File: src/rtl/core/rcs_pkg.sv
// ----------------------------------------------------------------------------
// rcs_pkg
// Shared widths, limits, register codes and queue entry type for the ramped
// crossfade selector.
// ----------------------------------------------------------------------------
`default_nettype none

package rcs_pkg;

  // Field widths
  localparam int SampleW    = 24;
  localparam int NumSamples = 8;
  localparam int MaskW      = 8;
  localparam int SelW       = 4;
  localparam int CountW     = 4;
  localparam int StepW      = 22;
  localparam int PosW       = 19;
  localparam int FracW      = 16;
  localparam int IdxW       = PosW - FracW;
  localparam int CfgAddrW   = 2;

  // Count limit: the lower of the supported input count and the sample fields
  localparam int MaxInputs  = 8;
  localparam int EffLim     = (MaxInputs < NumSamples) ? MaxInputs : NumSamples;
  localparam int PosMax     = (EffLim - 1) * (1 << FracW);

  // Register reset values
  localparam int CountReset = 2;
  localparam int StepReset  = 68;

  // Queue between front and back
  localparam int QueueDepth = 2;

  // Configuration register codes
  typedef enum logic [CfgAddrW-1:0] {
    CfgInputCount = 2'd0,
    CfgRampStep   = 2'd1
  } cfg_addr_e;

  // One mix job: picked samples, their weights and the position to report
  typedef struct packed {
    logic signed [SampleW-1:0] sample_a;
    logic signed [SampleW-1:0] sample_b;
    logic [FracW:0]            weight_a;
    logic [FracW-1:0]          weight_b;
    logic [PosW-1:0]           position;
  } mix_job_t;

endpackage

`default_nettype wire

File: src/rtl/core/rcs_if.sv
// ----------------------------------------------------------------------------
// rcs_if
// Valid/ready channels of the ramped crossfade selector: input items, result
// items and configuration writes.
// ----------------------------------------------------------------------------
`default_nettype none

interface rcs_in_if;
  logic              valid;
  logic              ready;
  logic signed [23:0] sample_0;
  logic signed [23:0] sample_1;
  logic signed [23:0] sample_2;
  logic signed [23:0] sample_3;
  logic signed [23:0] sample_4;
  logic signed [23:0] sample_5;
  logic signed [23:0] sample_6;
  logic signed [23:0] sample_7;
  logic [7:0]         present_mask;
  logic [3:0]         target_input;
  logic               frame_start;

  modport source (
    output valid, sample_0, sample_1, sample_2, sample_3, sample_4, sample_5,
           sample_6, sample_7, present_mask, target_input, frame_start,
    input  ready
  );
  modport sink (
    input  valid, sample_0, sample_1, sample_2, sample_3, sample_4, sample_5,
           sample_6, sample_7, present_mask, target_input, frame_start,
    output ready
  );
endinterface

interface rcs_out_if;
  logic               valid;
  logic               ready;
  logic signed [23:0] mixed_sample;
  logic [18:0]        position;

  modport source (output valid, mixed_sample, position, input ready);
  modport sink (input valid, mixed_sample, position, output ready);
endinterface

interface rcs_cfg_if;
  logic        valid;
  logic        ready;
  logic [1:0]  addr;
  logic [21:0] data;

  modport source (output valid, addr, data, input ready);
  modport sink (input valid, addr, data, output ready);
endinterface

`default_nettype wire

File: src/rtl/core/rcs_front.sv
// ----------------------------------------------------------------------------
// rcs_front
// Accepts items, holds the config registers and the fade position, ramps the
// position on frame start and picks the two weighted samples for the back.
// ----------------------------------------------------------------------------
`default_nettype none

module rcs_front (
  input  wire logic        clk_i,
  input  wire logic        rst_ni,
  rcs_in_if.sink           in_i,
  rcs_cfg_if.sink          cfg_i,
  input  wire logic        full_i,
  output logic             push_o,
  output rcs_pkg::mix_job_t job_o
);

  logic [rcs_pkg::CountW-1:0]  n_inputs_q;
  logic [rcs_pkg::StepW-1:0]   glide_step_q;
  logic [rcs_pkg::PosW-1:0]    pos_q, pos_d;

  logic                        acc;
  logic signed [rcs_pkg::SampleW-1:0] smp [rcs_pkg::NumSamples];
  logic [rcs_pkg::CountW-1:0]  cnt;
  logic [rcs_pkg::SelW-1:0]    sel;
  logic [rcs_pkg::IdxW-1:0]    sel_m1;
  logic [rcs_pkg::PosW-1:0]    target;
  logic [rcs_pkg::StepW:0]     pos_up;
  logic [rcs_pkg::PosW-1:0]    diff;
  logic [rcs_pkg::PosW-1:0]    pos_ramp;
  logic [rcs_pkg::IdxW-1:0]    idx_a, idx_b;
  logic [rcs_pkg::IdxW:0]      idx_b_wide;
  logic [rcs_pkg::FracW-1:0]   frac;

  assign cfg_i.ready = 1'b1;
  assign in_i.ready  = !full_i;
  assign acc         = in_i.valid && !full_i;
  assign push_o      = acc;

  assign smp[0] = in_i.sample_0;
  assign smp[1] = in_i.sample_1;
  assign smp[2] = in_i.sample_2;
  assign smp[3] = in_i.sample_3;
  assign smp[4] = in_i.sample_4;
  assign smp[5] = in_i.sample_5;
  assign smp[6] = in_i.sample_6;
  assign smp[7] = in_i.sample_7;

  // Effective count and clamped target
  always_comb begin
    if (n_inputs_q == '0) begin
      cnt = rcs_pkg::CountW'(1);
    end else if (n_inputs_q > rcs_pkg::CountW'(rcs_pkg::EffLim)) begin
      cnt = rcs_pkg::CountW'(rcs_pkg::EffLim);
    end else begin
      cnt = n_inputs_q;
    end
    if (in_i.target_input == '0) begin
      sel = rcs_pkg::SelW'(1);
    end else if (in_i.target_input > cnt) begin
      sel = cnt;
    end else begin
      sel = in_i.target_input;
    end
    sel_m1 = rcs_pkg::IdxW'(sel - rcs_pkg::SelW'(1));
    target = {sel_m1, {rcs_pkg::FracW{1'b0}}};
  end

  // Ramp toward the target without overshoot
  always_comb begin
    pos_up   = {{(rcs_pkg::StepW + 1 - rcs_pkg::PosW){1'b0}}, pos_q}
               + {1'b0, glide_step_q};
    diff     = pos_q - target;
    pos_ramp = pos_q;
    if (pos_q < target) begin
      if (pos_up > {{(rcs_pkg::StepW + 1 - rcs_pkg::PosW){1'b0}}, target}) begin
        pos_ramp = target;
      end else begin
        pos_ramp = pos_up[rcs_pkg::PosW-1:0];
      end
    end else if (pos_q > target) begin
      if ({{(rcs_pkg::StepW - rcs_pkg::PosW){1'b0}}, diff} < glide_step_q) begin
        pos_ramp = target;
      end else begin
        pos_ramp = pos_q - glide_step_q[rcs_pkg::PosW-1:0];
      end
    end
    pos_d = in_i.frame_start ? pos_ramp : pos_q;
  end

  // Blend pair and weights; partner past the last input drops out
  always_comb begin
    idx_a      = pos_d[rcs_pkg::PosW-1:rcs_pkg::FracW];
    idx_b_wide = {1'b0, idx_a} + (rcs_pkg::IdxW + 1)'(1);
    if (idx_b_wide >= cnt) begin
      idx_b = idx_a;
      frac  = '0;
    end else begin
      idx_b = idx_b_wide[rcs_pkg::IdxW-1:0];
      frac  = pos_d[rcs_pkg::FracW-1:0];
    end
    job_o.sample_a = in_i.present_mask[idx_a] ? smp[idx_a] : '0;
    job_o.sample_b = in_i.present_mask[idx_b] ? smp[idx_b] : '0;
    job_o.weight_a = (rcs_pkg::FracW + 1)'(1 << rcs_pkg::FracW) - {1'b0, frac};
    job_o.weight_b = frac;
    job_o.position = pos_d;
  end

  // Config registers and fade position
  always_ff @(posedge clk_i or negedge rst_ni) begin
    if (!rst_ni) begin
      n_inputs_q   <= rcs_pkg::CountW'(rcs_pkg::CountReset);
      glide_step_q <= rcs_pkg::StepW'(rcs_pkg::StepReset);
      pos_q        <= '0;
    end else begin
      if (cfg_i.valid) begin
        if (cfg_i.addr == rcs_pkg::CfgInputCount) begin
          n_inputs_q <= cfg_i.data[rcs_pkg::CountW-1:0];
        end else if (cfg_i.addr == rcs_pkg::CfgRampStep) begin
          glide_step_q <= cfg_i.data;
        end
      end
      if (acc) begin
        pos_q <= pos_d;
      end
    end
  end

  a_pos_range: assert property (@(posedge clk_i) disable iff (!rst_ni)
    pos_q <= rcs_pkg::PosW'(rcs_pkg::PosMax))
    else $error("fade position beyond last input");

  a_pos_hold: assert property (@(posedge clk_i) disable iff (!rst_ni)
    !(acc && in_i.frame_start) |=> $stable(pos_q))
    else $error("fade position moved without frame start");

endmodule

`default_nettype wire

File: src/rtl/core/rcs_queue.sv
// ----------------------------------------------------------------------------
// rcs_queue
// Short FIFO of mix jobs between the front and the back.
// ----------------------------------------------------------------------------
`default_nettype none

module rcs_queue #(
  parameter int DEPTH = rcs_pkg::QueueDepth
) (
  input  wire logic              clk_i,
  input  wire logic              rst_ni,
  input  wire logic              push_i,
  input  wire rcs_pkg::mix_job_t job_i,
  output logic                   full_o,
  input  wire logic              pop_i,
  output logic                   valid_o,
  output rcs_pkg::mix_job_t      job_o
);

  localparam int PtrW = (DEPTH > 1) ? $clog2(DEPTH) : 1;
  localparam int CntW = $clog2(DEPTH + 1);

  rcs_pkg::mix_job_t mem_q [DEPTH];
  logic [PtrW-1:0]   wr_ptr_q, rd_ptr_q;
  logic [CntW-1:0]   cnt_q;
  logic              do_pop;

  assign full_o  = (cnt_q == CntW'(DEPTH));
  assign valid_o = (cnt_q != '0);
  assign job_o   = mem_q[rd_ptr_q];
  assign do_pop  = pop_i && valid_o;

  // Entry storage
  always_ff @(posedge clk_i) begin
    if (push_i) begin
      mem_q[wr_ptr_q] <= job_i;
    end
  end

  // Pointers and fill count
  always_ff @(posedge clk_i or negedge rst_ni) begin
    if (!rst_ni) begin
      wr_ptr_q <= '0;
      rd_ptr_q <= '0;
      cnt_q    <= '0;
    end else begin
      if (push_i) begin
        wr_ptr_q <= (wr_ptr_q == PtrW'(DEPTH - 1)) ? '0 : wr_ptr_q + PtrW'(1);
      end
      if (do_pop) begin
        rd_ptr_q <= (rd_ptr_q == PtrW'(DEPTH - 1)) ? '0 : rd_ptr_q + PtrW'(1);
      end
      if (push_i && !do_pop) begin
        cnt_q <= cnt_q + CntW'(1);
      end else if (!push_i && do_pop) begin
        cnt_q <= cnt_q - CntW'(1);
      end
    end
  end

  a_no_overflow: assert property (@(posedge clk_i) disable iff (!rst_ni)
    push_i |-> (!full_o || do_pop))
    else $error("push into full queue");

  a_cnt_range: assert property (@(posedge clk_i) disable iff (!rst_ni)
    cnt_q <= CntW'(DEPTH))
    else $error("queue count beyond depth");

endmodule

`default_nettype wire

File: src/rtl/core/rcs_back.sv
// ----------------------------------------------------------------------------
// rcs_back
// Weights the two picked samples (multiply stage), sums and floors them into
// the output register.
// ----------------------------------------------------------------------------
`default_nettype none

module rcs_back (
  input  wire logic              clk_i,
  input  wire logic              rst_ni,
  input  wire logic              valid_i,
  input  wire rcs_pkg::mix_job_t job_i,
  output logic                   pop_o,
  rcs_out_if.source              out_o
);

  localparam int ProdW = rcs_pkg::SampleW + rcs_pkg::FracW + 2;

  logic                        v1_q, v2_q;
  logic                        s1_ready, s2_ready;
  logic signed [ProdW-1:0]     prod_a_q, prod_b_q, prod_a_d, prod_b_d;
  logic [rcs_pkg::PosW-1:0]    pos1_q, pos2_q;
  logic signed [ProdW:0]       sum;
  logic signed [rcs_pkg::SampleW-1:0] mixed_q;

  assign s2_ready = !v2_q || out_o.ready;
  assign s1_ready = !v1_q || s2_ready;
  assign pop_o    = valid_i && s1_ready;

  // Weighted products
  assign prod_a_d = $signed(job_i.sample_a) * $signed({1'b0, job_i.weight_a});
  assign prod_b_d = $signed(job_i.sample_b) * $signed({2'b00, job_i.weight_b});

  // Sum; dropping the fraction bits floors toward minus infinity
  assign sum = (ProdW + 1)'(prod_a_q) + (ProdW + 1)'(prod_b_q);

  always_ff @(posedge clk_i) begin
    if (pop_o) begin
      prod_a_q <= prod_a_d;
      prod_b_q <= prod_b_d;
      pos1_q   <= job_i.position;
    end
    if (v1_q && s2_ready) begin
      mixed_q <= sum[rcs_pkg::FracW +: rcs_pkg::SampleW];
      pos2_q  <= pos1_q;
    end
  end

  always_ff @(posedge clk_i or negedge rst_ni) begin
    if (!rst_ni) begin
      v1_q <= 1'b0;
      v2_q <= 1'b0;
    end else begin
      if (s1_ready) begin
        v1_q <= valid_i;
      end
      if (s2_ready) begin
        v2_q <= v1_q;
      end
    end
  end

  assign out_o.valid        = v2_q;
  assign out_o.mixed_sample = mixed_q;
  assign out_o.position     = pos2_q;

  a_stage_hold: assert property (@(posedge clk_i) disable iff (!rst_ni)
    (v1_q && !s2_ready) |=> (v1_q && $stable(prod_a_q) && $stable(pos1_q)))
    else $error("multiply stage lost an item under stall");

endmodule

`default_nettype wire

File: src/rtl/core/ramped_crossfade_selector_top.sv
// ----------------------------------------------------------------------------
// ramped_crossfade_selector_top
// Audio input selector that glides between inputs with a linear crossfade.
//
//   channel  dir  handshake      payload
//   in_i     in   valid/ready    sample_0..7, present_mask, target_input,
//                                frame_start
//   out_o    out  valid/ready    mixed_sample, position
//   cfg_i    in   valid/ready    addr (0 inputs in use, 1 glide step), data
//
// One item per cycle sustained while out_o.ready stays high; a result passes
// through the queue entry, multiply stage and output register after acceptance.
// The fade position is updated at accept time in the front, so items never
// wait on each other. Reset: position 0, two inputs in use, glide step 68.
// in_i.ready drops only when the queue is full; cfg_i is always ready.
// ----------------------------------------------------------------------------
`default_nettype none

module ramped_crossfade_selector_top #(
  parameter int QUEUE_DEPTH = rcs_pkg::QueueDepth
) (
  input  wire logic clk_i,
  input  wire logic rst_ni,
  rcs_in_if.sink    in_i,
  rcs_out_if.source out_o,
  rcs_cfg_if.sink   cfg_i
);

  logic              push, full, q_valid, pop;
  rcs_pkg::mix_job_t push_job, q_job;

  rcs_front u_front (
    .clk_i  (clk_i),
    .rst_ni (rst_ni),
    .in_i   (in_i),
    .cfg_i  (cfg_i),
    .full_i (full),
    .push_o (push),
    .job_o  (push_job)
  );

  rcs_queue #(
    .DEPTH (QUEUE_DEPTH)
  ) u_queue (
    .clk_i   (clk_i),
    .rst_ni  (rst_ni),
    .push_i  (push),
    .job_i   (push_job),
    .full_o  (full),
    .pop_i   (pop),
    .valid_o (q_valid),
    .job_o   (q_job)
  );

  rcs_back u_back (
    .clk_i   (clk_i),
    .rst_ni  (rst_ni),
    .valid_i (q_valid),
    .job_i   (q_job),
    .pop_o   (pop),
    .out_o   (out_o)
  );

endmodule

`default_nettype wire
File: src/flat_wrapper.sv
// flat-port wrapper written by rule: the top's interface ports become plain ports
module ramped_crossfade_selector_top_flat 
#(
  parameter int QUEUE_DEPTH = rcs_pkg::QueueDepth
)
  (clk_i, rst_ni, in_i_valid, in_i_sample_0, in_i_sample_1, in_i_sample_2, in_i_sample_3, in_i_sample_4, in_i_sample_5, in_i_sample_6, in_i_sample_7, in_i_present_mask, in_i_target_input, in_i_frame_start, in_i_ready, out_o_valid, out_o_mixed_sample, out_o_position, out_o_ready, cfg_i_valid, cfg_i_addr, cfg_i_data, cfg_i_ready);
  rcs_in_if in_i_i ();
  rcs_out_if out_o_i ();
  rcs_cfg_if cfg_i_i ();
  input  wire logic clk_i;
  input  wire logic rst_ni;
  input wire logic [$bits(in_i_i.valid)-1:0] in_i_valid;
  input wire logic [$bits(in_i_i.sample_0)-1:0] in_i_sample_0;
  input wire logic [$bits(in_i_i.sample_1)-1:0] in_i_sample_1;
  input wire logic [$bits(in_i_i.sample_2)-1:0] in_i_sample_2;
  input wire logic [$bits(in_i_i.sample_3)-1:0] in_i_sample_3;
  input wire logic [$bits(in_i_i.sample_4)-1:0] in_i_sample_4;
  input wire logic [$bits(in_i_i.sample_5)-1:0] in_i_sample_5;
  input wire logic [$bits(in_i_i.sample_6)-1:0] in_i_sample_6;
  input wire logic [$bits(in_i_i.sample_7)-1:0] in_i_sample_7;
  input wire logic [$bits(in_i_i.present_mask)-1:0] in_i_present_mask;
  input wire logic [$bits(in_i_i.target_input)-1:0] in_i_target_input;
  input wire logic [$bits(in_i_i.frame_start)-1:0] in_i_frame_start;
  output wire logic [$bits(in_i_i.ready)-1:0] in_i_ready;
  output wire logic [$bits(out_o_i.valid)-1:0] out_o_valid;
  output wire logic [$bits(out_o_i.mixed_sample)-1:0] out_o_mixed_sample;
  output wire logic [$bits(out_o_i.position)-1:0] out_o_position;
  input wire logic [$bits(out_o_i.ready)-1:0] out_o_ready;
  input wire logic [$bits(cfg_i_i.valid)-1:0] cfg_i_valid;
  input wire logic [$bits(cfg_i_i.addr)-1:0] cfg_i_addr;
  input wire logic [$bits(cfg_i_i.data)-1:0] cfg_i_data;
  output wire logic [$bits(cfg_i_i.ready)-1:0] cfg_i_ready;
  assign in_i_i.valid = in_i_valid;
  assign in_i_i.sample_0 = in_i_sample_0;
  assign in_i_i.sample_1 = in_i_sample_1;
  assign in_i_i.sample_2 = in_i_sample_2;
  assign in_i_i.sample_3 = in_i_sample_3;
  assign in_i_i.sample_4 = in_i_sample_4;
  assign in_i_i.sample_5 = in_i_sample_5;
  assign in_i_i.sample_6 = in_i_sample_6;
  assign in_i_i.sample_7 = in_i_sample_7;
  assign in_i_i.present_mask = in_i_present_mask;
  assign in_i_i.target_input = in_i_target_input;
  assign in_i_i.frame_start = in_i_frame_start;
  assign in_i_ready = in_i_i.ready;
  assign out_o_valid = out_o_i.valid;
  assign out_o_mixed_sample = out_o_i.mixed_sample;
  assign out_o_position = out_o_i.position;
  assign out_o_i.ready = out_o_ready;
  assign cfg_i_i.valid = cfg_i_valid;
  assign cfg_i_i.addr = cfg_i_addr;
  assign cfg_i_i.data = cfg_i_data;
  assign cfg_i_ready = cfg_i_i.ready;
  ramped_crossfade_selector_top #(.QUEUE_DEPTH(QUEUE_DEPTH)) u_core (.clk_i(clk_i), .rst_ni(rst_ni), .in_i(in_i_i), .out_o(out_o_i), .cfg_i(cfg_i_i));
endmodule
File: config.mk
export PLATFORM = sky130hd
export DESIGN_NAME = ramped_crossfade_selector_top_flat
export DESIGN_NICKNAME = d
export VERILOG_FILES = /design/src/rtl/core/rcs_pkg.sv /design/src/rtl/core/rcs_if.sv /design/src/rtl/core/rcs_front.sv /design/src/rtl/core/rcs_queue.sv /design/src/rtl/core/rcs_back.sv /design/src/rtl/core/ramped_crossfade_selector_top.sv /design/src/flat_wrapper.sv
export SDC_FILE = /design/constraint.sdc
export NUM_CORES = 2
export LEC_CHECK = 0
export ABC_AREA = 1
export BUFFER_PORTS_ARGS = -buffer_cell sky130_fd_sc_hd__buf_2
export CAP_MARGIN = 20
export CORE_UTILIZATION = 60
export CTS_CLUSTER_SIZE = 8
export DETAILED_ROUTE_END_ITERATION = 8
export PLACE_DENSITY = 0.79
export SYNTH_ARGS = -nofsm -noshare
export SYNTH_HDL_FRONTEND = slang
export SYNTH_SLANG_ARGS = --single-unit
File: constraint.sdc
create_clock -name clk_i -period 9 [get_ports clk_i]
set_input_delay 0.45 -clock clk_i [delete_from_list [all_inputs] [get_ports clk_i]]
set_output_delay 0.45 -clock clk_i [all_outputs]
set_load 0.05 [all_outputs]
Word level (Yosys, flattened, before mapping):

Memories as Yosys holds them, arrays and structs flattened.
Index checks and enable logic that the tools add are counted.
Widths: inputs -> output; s select.

* flip-flop bits (word level): 193
* bits in latches: 0
* memory bits (writable): 200
* bits in read-only memories: 0
* input port bits: 234
* output and inout port bits: 46
* logic and storage cells: 92
* memories: 1

Memory list
* u_core.u_queue.mem_q: words 2, width 100, read ports 1, clocked after Yosys merged registers in 0, write ports 1, RTL line rcs_queue.sv:23 `rcs_pkg::mix_job_t mem_q [DEPTH];`

* add/subtract/negate cells: 11
* multipliers: 2
* div/mod/pow operators: 0
* $lt $le $gt $ge: 11
* equal/unequal tests: 2
* shift operators: 0
* multiplexer cells: 29
* bitwise operators: 3
* reductions and logical operators: 20

Operator list (count)
* $bmux 24 s3: 2
* $mux 24: 6
* $mux 19: 5
* $add 40x40->40: 1
* $mul 24x17->40: 1
* $mul 24x18->40: 1
* $sub 19x19->19: 2
* $add 19x22->23: 1
* $gt 23x19->1: 1
* $lt 19x22->1: 1
* $gt 19x19->1: 1
* $lt 19x19->1: 1
* $sub 17x16->17 const A: 1
* $mux 16: 1
* $mux 3: 3
* $ge 4x4->1 const B: 2
* $logic_not 4->1: 2
* $lt 3x4->1 const B: 2
* $mux 4: 2
* $not 3->4: 2
* $bmux 1 s3: 2
* $logic_and 1x1->1: 6
* $mux 1: 6
* $logic_not 1->1: 5
* 17 further kinds: 21

Longest topological paths before layout:

* word-level depth: 21
* mapped depth: 53
* mapped depth without buffers: 50

By module:

From an unflattened synthesis, not the netlist that was laid out.

* cells, all modules: 7195
* area total of the unflattened synthesis: 54913.9 um2

Modules (own cells, without submodules)
* rcs_back: instances 1, cells each 4782, area each 37340.8 um2, seq. area each 4314.1 um2
* rcs_front: instances 1, cells each 1863, area each 10033.4 um2, seq. area each 1129.8 um2
* rcs_queue: instances 1, cells each 550, area each 7539.7 um2, seq. area each 6105.9 um2

Worst setup path after synthesis:

Ideal clock, no wire load.

* path type: register to register
* start point: reg u_core.u_queue.rd_ptr_q
* end point: reg u_core.u_back.prod_b_q[32] (data pin)
* setup time: 0.259 ns
* data arrival time: 7.016 ns
* required time: 8.741 ns
* setup slack: 1.725 ns
* stages on the path, launching flop included: 32
* path buffers: 4
* period minus slack after synthesis: 7.275 ns
* path through: dfrtp_1 > clkbuf_1 > clkbuf_1 > buf_1 > o21ai_1 > inv_1 > clkbuf_1 > nand2_1 > fa_1 > inv_1 > fa_1 > inv_1 > fa_1 > fa_1 > fa_1 > inv_1 > fa_1 > ha_1 > a21oi_1 > nor2_1 > a211oi_1 > o211ai_1 > a21oi_1 > inv_1 > a21oi_1 > inv_1 > a21oi_1 > o21a_1 > o21ai_0 > nand3_1 > nand2_1 > xor2_1

* longest elaborated chain between the ends: 2

Ends and longest elaborated chain
* from (decl): RTL line rcs_queue.sv:24 `logic [PtrW-1:0] wr_ptr_q, rd_ptr_q;`
* from (signal assigned): RTL line rcs_queue.sv:51 `rd_ptr_q <= (rd_ptr_q == PtrW'(DEPTH - 1)) ? '0 : rd_ptr_q + PtrW'(1);`
* $mem_v2 2x100
* $mul 24x17->40: RTL line rcs_back.sv:32 `assign prod_b_d = $signed(job_i.sample_b) * $signed({2'b00, job_i.weight_b});`
* named net u_core.u_back.prod_b_d[32]: RTL line rcs_back.sv:21 `logic signed [ProdW-1:0] prod_a_q, prod_b_q, prod_a_d, prod_b_d;`
* to (signal assigned): RTL line rcs_back.sv:40 `prod_b_q <= prod_b_d;`
* to (decl): RTL line rcs_back.sv:21

The timed path passes the listed nets, and every way through them passes these cells.
A chain may end at the register's enable or synchronous reset.

Worst setup path in the final report:

Ends and elaborated chain as after synthesis.

==> impl_metrics.ini <==
[status]
status = finished clean

[routing]
wl_per_cell_um = 20.1
drt_wl_total_um = 148000
routed_via_density = 5.68
drt_iter0_drc = 4047
vias = 41732
drc_errors = 0
dr.pass1.iters = 6
final_antenna_net_count = 0

[min_path]
holdCritPathClass = in2reg

[timing]
fin_worst_skew_ns = 0.0594
slew_violations = 0
rsz0062_at_grt = no
setup_viol = 0
timing.hold.ws_ns = 0.0502
tightest_slew_ns = 1.11
period_minus_slack_ns = 8.42
hold_viol_final = 0
relSlewSlack = 0.262
fin_crit_sh = 0.935
max_freq_mhz = 119
fin_tns_setup_ns = 0

[logic_synthesis]
ys_seq_area_frac = 0.228
synthDistinctLibCells = 59
yosys_most_used_dff = edfxtp_1
synth_edf_count = 340
synthArstFlopShare = 0.130
ys_seq_elements = 391
yosys_warnings = 0
syn_area_sq_um = 50500
syn_inst = 6003
syn_avg_cell_area_sq_um = 8.41
synthesis.nets = 7290

[critical_path]
crit_buf_inv = 6
cp_top_family = adder cells
cp-start-kind = flip-flop
crit_top_cell = fa_1
path_max_fanout = 35
worst-setup-path-type = reg2reg
slowest_delay_ns = 0.73
end_kind = flip-flop
required_ns = 9.36
crit_slowest_cell = inv_1
crit_arrival_ns = 8.77

[placed_design]
port_buffers = 278
placed_area_sq_um = 53200
place_congestion = 1.03
place_hpwl_um = 120000

[floorplanning]
die_width_um = 292
fp.coreArea_sq_um = 83400
die_area_sq_um = 85300
start_util = 0.605
die_h_um = 292
placementRows = 106
io-pin-count = 280

[clocking]
cts_tree = done
clockBufferDepth = 3
cts_made_buffers = 55
post_cts_buffers = 0
cts_root_buf = clkbuf_16
cts.clk_slew.worst_paths_ns = 0.05
clock_latency_ns = 0.67
cts.sinks = 391
cts_max_level = 2

[finish]
layout.cells.most_common_list = inv_1 (1,263), nand2_1 (1,207), fa_1 (763), nor2_1 (542), edfxtp_1 (340)
design_area_sq_um = 54700
mostFrequentLayoutCell = inv_1
area_growth_syn_to_layout_pct = 8.40
regArea_sq_um = 11500
fillers = 6805
nets = 7517
multi_input_area_sq_um = 33200
drive_above_1_share = 0.0942

[global_routing]
grt_pass1_vias = 42406
grt.overflow.total = 0
antenna_found_initial = 4
grt_start_max_net_pins = 91
grt_pass1_wl_um = 233000
track_usage = 0.353

[run]
drv_cap = 0
## synthesized netlist by cell type (3+ instances only)
master | number | area share
a211oi_1 | 3 | 0.00045
a21boi_0 | 3 | 0.00045
a21o_1 | 6 | 0.00089
a21oi_1 | 233 | 0.023
a31oi_1 | 16 | 0.0020
buf_1 | 12 | 0.00089
buf_2 | 46 | 0.0046
buf_4 | 10 | 0.0015
buf_6 | 10 | 0.0022
clkbuf_1 | 139 | 0.010
clkinv_1 | 24 | 0.0018
dfrtp_1 | 48 | 0.024
dfstp_2 | 3 | 0.0016
edfxtp_1 | 340 | 0.20
fa_1 | 763 | 0.30
ha_1 | 290 | 0.072
inv_1 | 1267 | 0.094
inv_2 | 9 | 0.00067
mux2i_1 | 6 | 0.0012
nand2_1 | 1210 | 0.090
nand2_2 | 8 | 0.00099
nand2_4 | 4 | 0.00089
nand3_1 | 305 | 0.030
nand3_2 | 5 | 0.00099
nand4_1 | 33 | 0.0041
nor2_1 | 544 | 0.040
nor2_2 | 9 | 0.0011
nor3_1 | 22 | 0.0022
nor4_1 | 6 | 0.00074
o211ai_1 | 58 | 0.0086
o21a_1 | 12 | 0.0018
o21ai_0 | 219 | 0.022
o21ai_1 | 66 | 0.0065
o21bai_1 | 9 | 0.0013
o221ai_1 | 5 | 0.00087
o31ai_1 | 4 | 0.00059
or2_2 | 77 | 0.0095
xnor2_1 | 49 | 0.0085
xor2_1 | 104 | 0.018
## kinds of logic after synthesis
kind of cell / count (synthesis) / share of synthesized area
AOI/OAI and AO/OA: 649 / 0.0710
xor gates and xnor gates: 153 / 0.0265
adders and majority gates: 1053 / 0.374
buffers and inverters: 1518 / 0.116
DFF: 391 / 0.228
muxes: 6 / 0.00119
other: 1 / 0.0000743
and+or+nand+nor: 2232 / 0.183
## area by class of cell
cell class                 instances  area share
timing repair inverter             1   0.0000914
antenna                            3    0.000137
clock inverter                     5     0.00110
sequential                       391       0.210
inverter                        1300      0.0893
clock buffer                      82      0.0270
multi-input combinational       4094       0.607
timing repair buffer             387      0.0409
tap                             1080      0.0247
## path summary, 6_finish.rpt
kind                                         startpoint                         endpoint  slack, ns  cells past startpoint
min in group asynchronous                        rst_ni  u_core.u_front.glide_step_q[19]       0.50                      3
max in group asynchronous                        rst_ni          u_core.u_queue.rd_ptr_q       7.95                      3
worst max register to register  u_core.u_queue.rd_ptr_q       u_core.u_back.prod_b_q[32]       0.58                     28
worst min register to register  u_core.u_back.pos1_q[9]  u_core.u_back.out_o.position[9]       0.38                      0
worst max-delay path            u_core.u_queue.rd_ptr_q       u_core.u_back.prod_b_q[32]       0.58                     28
worst min-delay path                      cfg_i_data[2]   u_core.u_front.glide_step_q[2]       0.05                      3
## metal layers
| layer | GRT usage | up-vias | wire length (um) |
|---|---|---|---|
| met2 | 0.557 | 2304 | 66400 |
| met1 | 0.469 | 20151 | 57800 |
| met3 | 0.0813 | 396 | 15800 |
| met5 | 0 | - | 20 |
| li1 | - | 18879 | - |
| met4 | 0.155 | 2 | 7510 |
## metrics by stage
step                worst slack [ns]  cells  utilization
floorplan                       1.73   6003            -
global placement               0.738   7249        0.637
detailed placement             0.639   7251        0.637
CTS                            0.605   7339        0.656
global route                  0.0414   7343        0.656
finish                         0.583   7343        0.656
## worst reg2reg max path, delay by kind of cell (launching register included)
kind | cells | cell delay, ns
AO/OA/AOI/OAI | 9 | 1.84
XOR/XNOR | 1 | 0.14
adder cells (fa/ha/maj) | 7 | 3.39
buffers and inverters | 6 | 1.55
flip-flops | 1 | 0.62
AND/OR/NAND/NOR | 5 | 0.59
## state kept, by name (all words and copies together), names as in the netlist, 2 cells and up
name / cells
u_core.u_front.n_inputs_q: 4
u_core.u_back.out_o.mixed_sample: 24
u_core.u_back.prod_b_q: 40
u_core.u_front.glide_step_q: 22
u_core.u_back.prod_a_q: 40
u_core.u_front.pos_q: 19
u_core.u_back.out_o.position: 19
u_core.u_queue.mem_q: 198
u_core.u_back.pos1_q: 19
u_core.u_queue.cnt_q: 2
## repair_timing
item,in CTS,in global routing
hold endpoints to repair,46,0
endpoints found under the setup margin,0,49
gates resized for setup,0,5
hold buffers,1,0
Power is not shown: default switching activity piles up to over one toggle a cycle in this logic, so the estimate is an artifact.
